[src/rtl/oih_pkg.sv]
// ----------------------------------------------------------------------------
// oih_pkg
// Shared types, constants and tables for the orientation integral histogram.
// ----------------------------------------------------------------------------
package oih_pkg;

  localparam int unsigned MaxWidth     = 1024;
  localparam int unsigned MaxTotalBins = 16;
  localparam int unsigned CordicSteps  = 20;
  localparam int unsigned TurnBits     = 24;
  localparam int unsigned ValW         = 44;
  localparam logic [ValW-1:0] Sat44    = {ValW{1'b1}};

  localparam logic [10:0] RstImageWidth = 11'd640;
  localparam logic [3:0]  RstNumBins    = 4'd9;
  localparam logic [15:0] RstZeroThr    = 16'd3;

  typedef enum logic [2:0] {
    RegImageWidth = 3'd0,
    RegNumBins    = 3'd1,
    RegUseZeroBin = 3'd2,
    RegFullCircle = 3'd3,
    RegZeroThr    = 3'd4,
    RegUseWeight  = 3'd5
  } reg_idx_e;

  typedef struct packed {
    logic signed [15:0] grad_x;
    logic signed [15:0] grad_y;
    logic [16:0]        pixel_weight;
    logic               frame_start;
  } in_item_t;

  typedef struct packed {
    logic [3:0]      bin_index;
    logic [ValW-1:0] integral_value;
    logic            last_bin;
  } out_item_t;

  typedef struct packed {
    logic [10:0] image_width;
    logic [3:0]  num_bins;
    logic        use_zero_bin;
    logic        full_circle;
    logic [15:0] zero_threshold;
    logic        use_weight;
  } cfg_t;

  // one pixel's vote, handed from front to back
  typedef struct packed {
    logic        frame_start;
    logic [3:0]  lo_bin;
    logic [39:0] lo_vote;
    logic [39:0] hi_vote;
    logic        two;
  } vote_t;

  function automatic logic [TurnBits-1:0] atan_tab(input logic [4:0] i);
    case (i)
      5'd0:  atan_tab = 24'd2097152;
      5'd1:  atan_tab = 24'd1238021;
      5'd2:  atan_tab = 24'd654136;
      5'd3:  atan_tab = 24'd332050;
      5'd4:  atan_tab = 24'd166669;
      5'd5:  atan_tab = 24'd83416;
      5'd6:  atan_tab = 24'd41718;
      5'd7:  atan_tab = 24'd20860;
      5'd8:  atan_tab = 24'd10430;
      5'd9:  atan_tab = 24'd5215;
      5'd10: atan_tab = 24'd2608;
      5'd11: atan_tab = 24'd1304;
      5'd12: atan_tab = 24'd652;
      5'd13: atan_tab = 24'd326;
      5'd14: atan_tab = 24'd163;
      5'd15: atan_tab = 24'd81;
      5'd16: atan_tab = 24'd41;
      5'd17: atan_tab = 24'd20;
      5'd18: atan_tab = 24'd10;
      5'd19: atan_tab = 24'd5;
      default: atan_tab = 24'd0;
    endcase
  endfunction

endpackage

[src/rtl/oih_cfg.sv]
// ----------------------------------------------------------------------------
// oih_cfg
// APB register file for the histogram configuration.
// ----------------------------------------------------------------------------
module oih_cfg (
  input  logic          clk_i,
  input  logic          rst_ni,
  input  logic          psel,
  input  logic          penable,
  input  logic          pwrite,
  input  logic [4:0]    paddr,
  input  logic [31:0]   pwdata,
  output logic [31:0]   prdata,
  output logic          pready,
  output oih_pkg::cfg_t cfg_o
);

  oih_pkg::cfg_t cfg_q;
  oih_pkg::reg_idx_e idx;

  assign idx    = oih_pkg::reg_idx_e'(paddr[4:2]);
  assign pready = 1'b1;
  assign cfg_o  = cfg_q;

  always_comb begin
    unique case (idx)
      oih_pkg::RegImageWidth: prdata = 32'(cfg_q.image_width);
      oih_pkg::RegNumBins:    prdata = 32'(cfg_q.num_bins);
      oih_pkg::RegUseZeroBin: prdata = 32'(cfg_q.use_zero_bin);
      oih_pkg::RegFullCircle: prdata = 32'(cfg_q.full_circle);
      oih_pkg::RegZeroThr:    prdata = 32'(cfg_q.zero_threshold);
      oih_pkg::RegUseWeight:  prdata = 32'(cfg_q.use_weight);
      default:                prdata = '0;
    endcase
  end

  always_ff @(posedge clk_i or negedge rst_ni) begin
    if (!rst_ni) begin
      cfg_q <= '{image_width: oih_pkg::RstImageWidth, num_bins: oih_pkg::RstNumBins,
                 use_zero_bin: 1'b0, full_circle: 1'b0,
                 zero_threshold: oih_pkg::RstZeroThr, use_weight: 1'b0};
    end else if (psel && penable && pwrite) begin
      unique case (idx)
        oih_pkg::RegImageWidth: cfg_q.image_width    <= pwdata[10:0];
        oih_pkg::RegNumBins:    cfg_q.num_bins       <= pwdata[3:0];
        oih_pkg::RegUseZeroBin: cfg_q.use_zero_bin   <= pwdata[0];
        oih_pkg::RegFullCircle: cfg_q.full_circle    <= pwdata[0];
        oih_pkg::RegZeroThr:    cfg_q.zero_threshold <= pwdata[15:0];
        oih_pkg::RegUseWeight:  cfg_q.use_weight     <= pwdata[0];
        default: ;
      endcase
    end
  end

endmodule

[config.mk]
export PLATFORM = sky130hd
export DESIGN_NAME = oih_cfg
export DESIGN_NICKNAME = d
export VERILOG_FILES = /design/src/rtl/oih_pkg.sv /design/src/rtl/oih_cfg.sv
export SDC_FILE = /design/constraint.sdc
export NUM_CORES = 1
export LEC_CHECK = 0
export BUFFER_PORTS_ARGS = -buffer_cell sky130_fd_sc_hd__buf_2
export CAP_MARGIN = 20
export CORE_ASPECT_RATIO = 0.8
export CORE_MARGIN = 2
export CORE_UTILIZATION = 43
export DETAILED_ROUTE_END_ITERATION = 7
export MAX_ROUTING_LAYER = met4
export PLACE_DENSITY = 0.8
export SLEW_MARGIN = 20
export SYNTH_ARGS = -nofsm -noshare
export SYNTH_HDL_FRONTEND = slang
export SYNTH_SLANG_ARGS = --single-unit
[constraint.sdc]
create_clock -name clk_i -period 1.3 [get_ports clk_i]
set_input_delay 0.065 -clock clk_i [delete_from_list [all_inputs] [get_ports clk_i]]
set_output_delay 0.065 -clock clk_i [all_outputs]
set_load 0.005 [all_outputs]
* Word-level counts from Yosys, hierarchy flattened
Cells that the tools add are included.
** Word-level totals
- Bits in latches :: 0
- Register bits :: 34
- Memories :: 0
- RAM bits :: 0
- Word-level logic and storage cells :: 21
- Memory bits (read-only) :: 0
- Bits of input ports :: 42
** Cells by class
- $add $sub $neg :: 0
- Magnitude comparators :: 0
- Multipliers :: 0
- Reduce and logical (&&, ||, !) cells :: 9
- Mux-type cells :: 1
- Shifts and indexed selects :: 0
- Div/mod/pow operators :: 0
- Eq/ne operators :: 5
- Bitwise gates (word level) :: 0
** Operators by type and width (count)
- 16-bit case mux with 6 select lines :: 1
- 2-bit AND reduction :: 6
- 3-bit by 2-bit equality test with 1-bit output, second input constant :: 2
- 3-bit equality test, second input constant :: 2
- 3-bit by 1-bit equality test with 1-bit output, second input constant :: 1
- 3-bit logical NOT :: 1
- 1-bit logical AND :: 2

* Logic depth before layout (Yosys ltp)
- Depth after elaboration :: 3
- Depth in mapped cells :: 5
- Depth with buffers taken out :: 3

* Worst setup path after synthesis
No wires, ideal clock.
- Kind :: input to register
- From :: input port paddr[3]
- To :: register cfg_q, in the netlist cfg_o[26]
- Data required time :: 1.175 ns
- Stages :: 5
- Buffers on the path :: 2
- Setup slack :: 0.084 ns
- Data arrival time :: 1.091 ns
- Cells stage by stage :: or2_1 buf_2 nor3_4 buf_6 mux2_2
** Between the ends
- Cells in the longest elaborated chain, start to end :: 2
** RTL lines
- from (decl) :: RTL line oih_cfg.sv:11 : input logic [4:0] paddr,
- 3-bit logical NOT :: RTL line oih_cfg.sv:43 : unique case (idx)
- 2-bit AND reduction (no line)
- to (signal assigned) :: RTL line oih_cfg.sv:39 : cfg_q <= '{image_width: oih_pkg::RstImageWidth, num_bins: oih_pkg::RstNumBins,
- to (decl) :: RTL line oih_cfg.sv:18 : oih_pkg::cfg_t cfg_q;
Every way passes these cells.
A chain may end at the register's enable or synchronous reset.

* Worst setup path in the final report
- From :: register cfg_q, in the netlist cfg_o[23]
- To :: output port prdata[0]
** Between the ends
- Cells in the longest elaborated chain, start to end :: 1
** RTL lines
- 16-bit case mux with 6 select lines :: RTL line oih_cfg.sv:26 : unique case (idx)
- to (decl) :: RTL line oih_cfg.sv:13 : output logic [31:0] prdata,
Every way passes these cells.

==> impl_results.md <==
* Root buf cell: clkbuf_8
* Post-DP HPWL at 2890 microns
* Chip height at 61.5 microns
* Yosys warnings at 0
* Fmax at 0.708 GHz
* Critical path peak fanout at 2
* Via/cell ratio at 4.81
* WL per Instance at 13.6 microns
* Initial DRC count at 17
* Global-route wire length before repair at 6330 microns
* Max Slew Vio Count at 0
* IO Pins at 109
* Final setup viols at 2
* Initial core utilization at 45.9%
* Critical Path AT at 1.35 ns
* LEAKAGE at 1.30 nW
* RSZ-0062 raised after global routing: yes
* MaxCap Viol Count at 0
* CTS Sinks at 34
* Cells after Synth at 144
* Syn avg cell area at 12.4 sq um
* Hold crit path type: in2reg
* All-Layer GR Usage at 18.3%
* Final setup margin at -0.113 ns
* Seq/Total Area, Yosys at 48.2%
* CTS tree: built
* Share of cells above drive strength 1 at 63.0%
* Placement Rows at 20
* Yosys cell types at 26
* Worst IR Drop VDD at 0.726 mV
* Critical Path Max Stage Delay at 0.38 ns
* Pwr Total at 2.98 mW
* Total gr overflow at 0
* Routed WL at 3930 microns
* CP Capture Type: primary output
* Startpoint Class: register
* Period minus WS final at 1.41 ns
* Worst r2r path cells at 3
* Area Growth Syn to Fin at 33.5%
* Largest delay contributor family on the critical path: flip-flops
* Reg clk slew, reported paths at 0.06 ns
* Core Region at 0.00388 sq mm
* Via count at 1396
* Clock Path Buffers at 2
* Vias in the first global route at 1301
* Terminus of the critical flop-to-flop path: cfg_o[4]
* Worst slack, placed at 0.0219 ns
* Hold path cells at 2
* Drt pass-1 iters at 4
* Die Area at 0.00467 sq mm
* GP Congestion at 0.836
* Ant diodes at 0
* Initial antenna violation count at 0
* Total negative setup slack at -0.224 ns
* CP required at 1.24 ns
* Die Wd at 75.9 microns
* Mapped Area at 0.00178 sq mm
* Worst Hold Path EP: cfg_o[12]
* Remaining antenna violation count at 0
* HP Start: pwdata[11]
* Nets at 276
* DR DRC count at 0
* Outcome: finished with violations
* Hold Violations, Final at 0
* Fin crit share at 109%
* CP max stage cell: dfrtp_1
* Largest register FFs at 34
* Buf+Inv Stages, Crit Path at 1
* Port Buf Inserts at 73
* Hold_ws at 0.0246 ns
* CP Cell Sequence: mux2_4 > a221oi_2 > a31oi_1 > buf_2
* Register bit total from synthesis at 34
* Reg-to-reg slack, setup at 0.29 ns
* Pin count of the biggest net entering global routing at 21
* Crit path kind: reg2out
* Worst Clk Skew at 0 ns
* Failing checks: negative setup slack
* # H-tree levels at 2
* Clock latency on the worst-skew pair at 0.28 ns
* PD cells at 1260 mW/mm^2
* Worst reg2reg startpoint: cfg_o[4]
* Num CTS Buffers at 5
[placed cells by master, fill, tap and decap left out, types with 3 or more instances in the layout]
master,instances
buf_2,73
mux2_2,30
dfrtp_1,28
conb_1,17
buf_4,16
mux2i_1,10
nor2_1,8
and3_1,6
dfstp_2,6
nand2_1,5
clkbuf_8,5
mux2_4,4
or2_4,3
a21oi_2,3
[kinds of logic (layout without fill, tap and decap cells)]
family | after synthesis | in the layout | synth area share [%]
muxes | 46 | 46 | 29.0
buffers and inverters | 25 | 101 | 10.1
other | 2 | 17 | 0.422
AOI/OAI and AO/OA | 5 | 5 | 1.69
and+or+nand+nor | 32 | 32 | 10.5
DFF | 34 | 34 | 48.2
[where the power goes]
part	leakage (nW)	switching (mW)	total, mW	internal (mW)
registers	0.421	0.148	1.44	1.29
logic	0.830	0.322	0.810	0.488
clock network	0.0450	0.361	0.731	0.371
[synth_stat cells]
master,number,area (sq um)
nor2b_1,2,12.5
buf_6,2,22.5
mux2_4,3,45.0
buf_4,17,128
nor4b_2,1,15.0
dfrtp_1,28,701
mux2i_1,10,100
or2_1,1,6.26
mux2_2,31,349
and3_1,6,37.5
a31oi_1,1,6.26
or2_2,3,18.8
a221oi_1,1,8.76
a21oi_1,3,15.0
nor2_1,8,30.0
nor4_1,1,6.26
inv_1,1,3.75
nor3_4,1,16.3
nand4_1,1,6.26
buf_2,5,25.0
nand2_1,5,18.8
nand3_2,1,10.0
dfstp_2,6,158
mux2_1,2,22.5
nand3_1,2,10.0
conb_1,2,7.51
[metrics by stage]
stage	utilization, %	area, sq um	cells
4_1_cts	60.6	2350	289
2_1_floorplan	-	1840	159
6_report	61.3	2380	290
3_3_place_gp	56.8	2200	274
3_5_place_dp	56.8	2200	274
5_1_grt	61.3	2380	290
[worst max path at each step]
stage | from | endpoint | slack (ns) | cells after the start
2_1_floorplan | paddr[3] | cfg_o[26] | 0.08 | 5
3_3_place_gp | paddr[3] | cfg_o[26] | 0.04 | 5
3_5_place_dp | paddr[3] | cfg_o[28] | 0.02 | 5
4_1_cts | cfg_o[23] | prdata[0] | -0.12 | 4
5_1_grt | cfg_o[2] | prdata[1] | -0.17 | 4
6_report | cfg_o[23] | prdata[0] | -0.11 | 4
[per-layer routing]
| layer | part of all wire (%) | GRT usage [%] | up-vias |
|---|---|---|---|
| li1 | - | - | 641 |
| met3 | 6.3 | 4.99 | 2 |
| met5 | 0 | - | - |
| met4 | 0.25 | 4.68 | 0 |
| met1 | 43 | 21.2 | 693 |
| met2 | 50 | 32.7 | 60 |
[final cells by class]
type                       instances  area [sq um]
multi-input combinational        100           827
timing repair buffer              92           536
clock inverter                     2          10.0
fill                             323          1500
tap                               55          68.8
clock buffer                       6          72.6
sequential                        34           858
inverter                           1          3.75
[timing repair]
| item | 4_1_cts | 5_1_grt |
|---|---|---|
| setup endpoints to repair | 4 | 4 |
| gates resized for setup | 3 | 5 |
| pin swaps | 2 | 2 |
| setup buffers | 6 | 1 |
| endpoints found under the hold margin | 16 | 0 |
| hold buffers | 1 | 0 |
No activity file was read; power rests on OpenSTA's default activity.
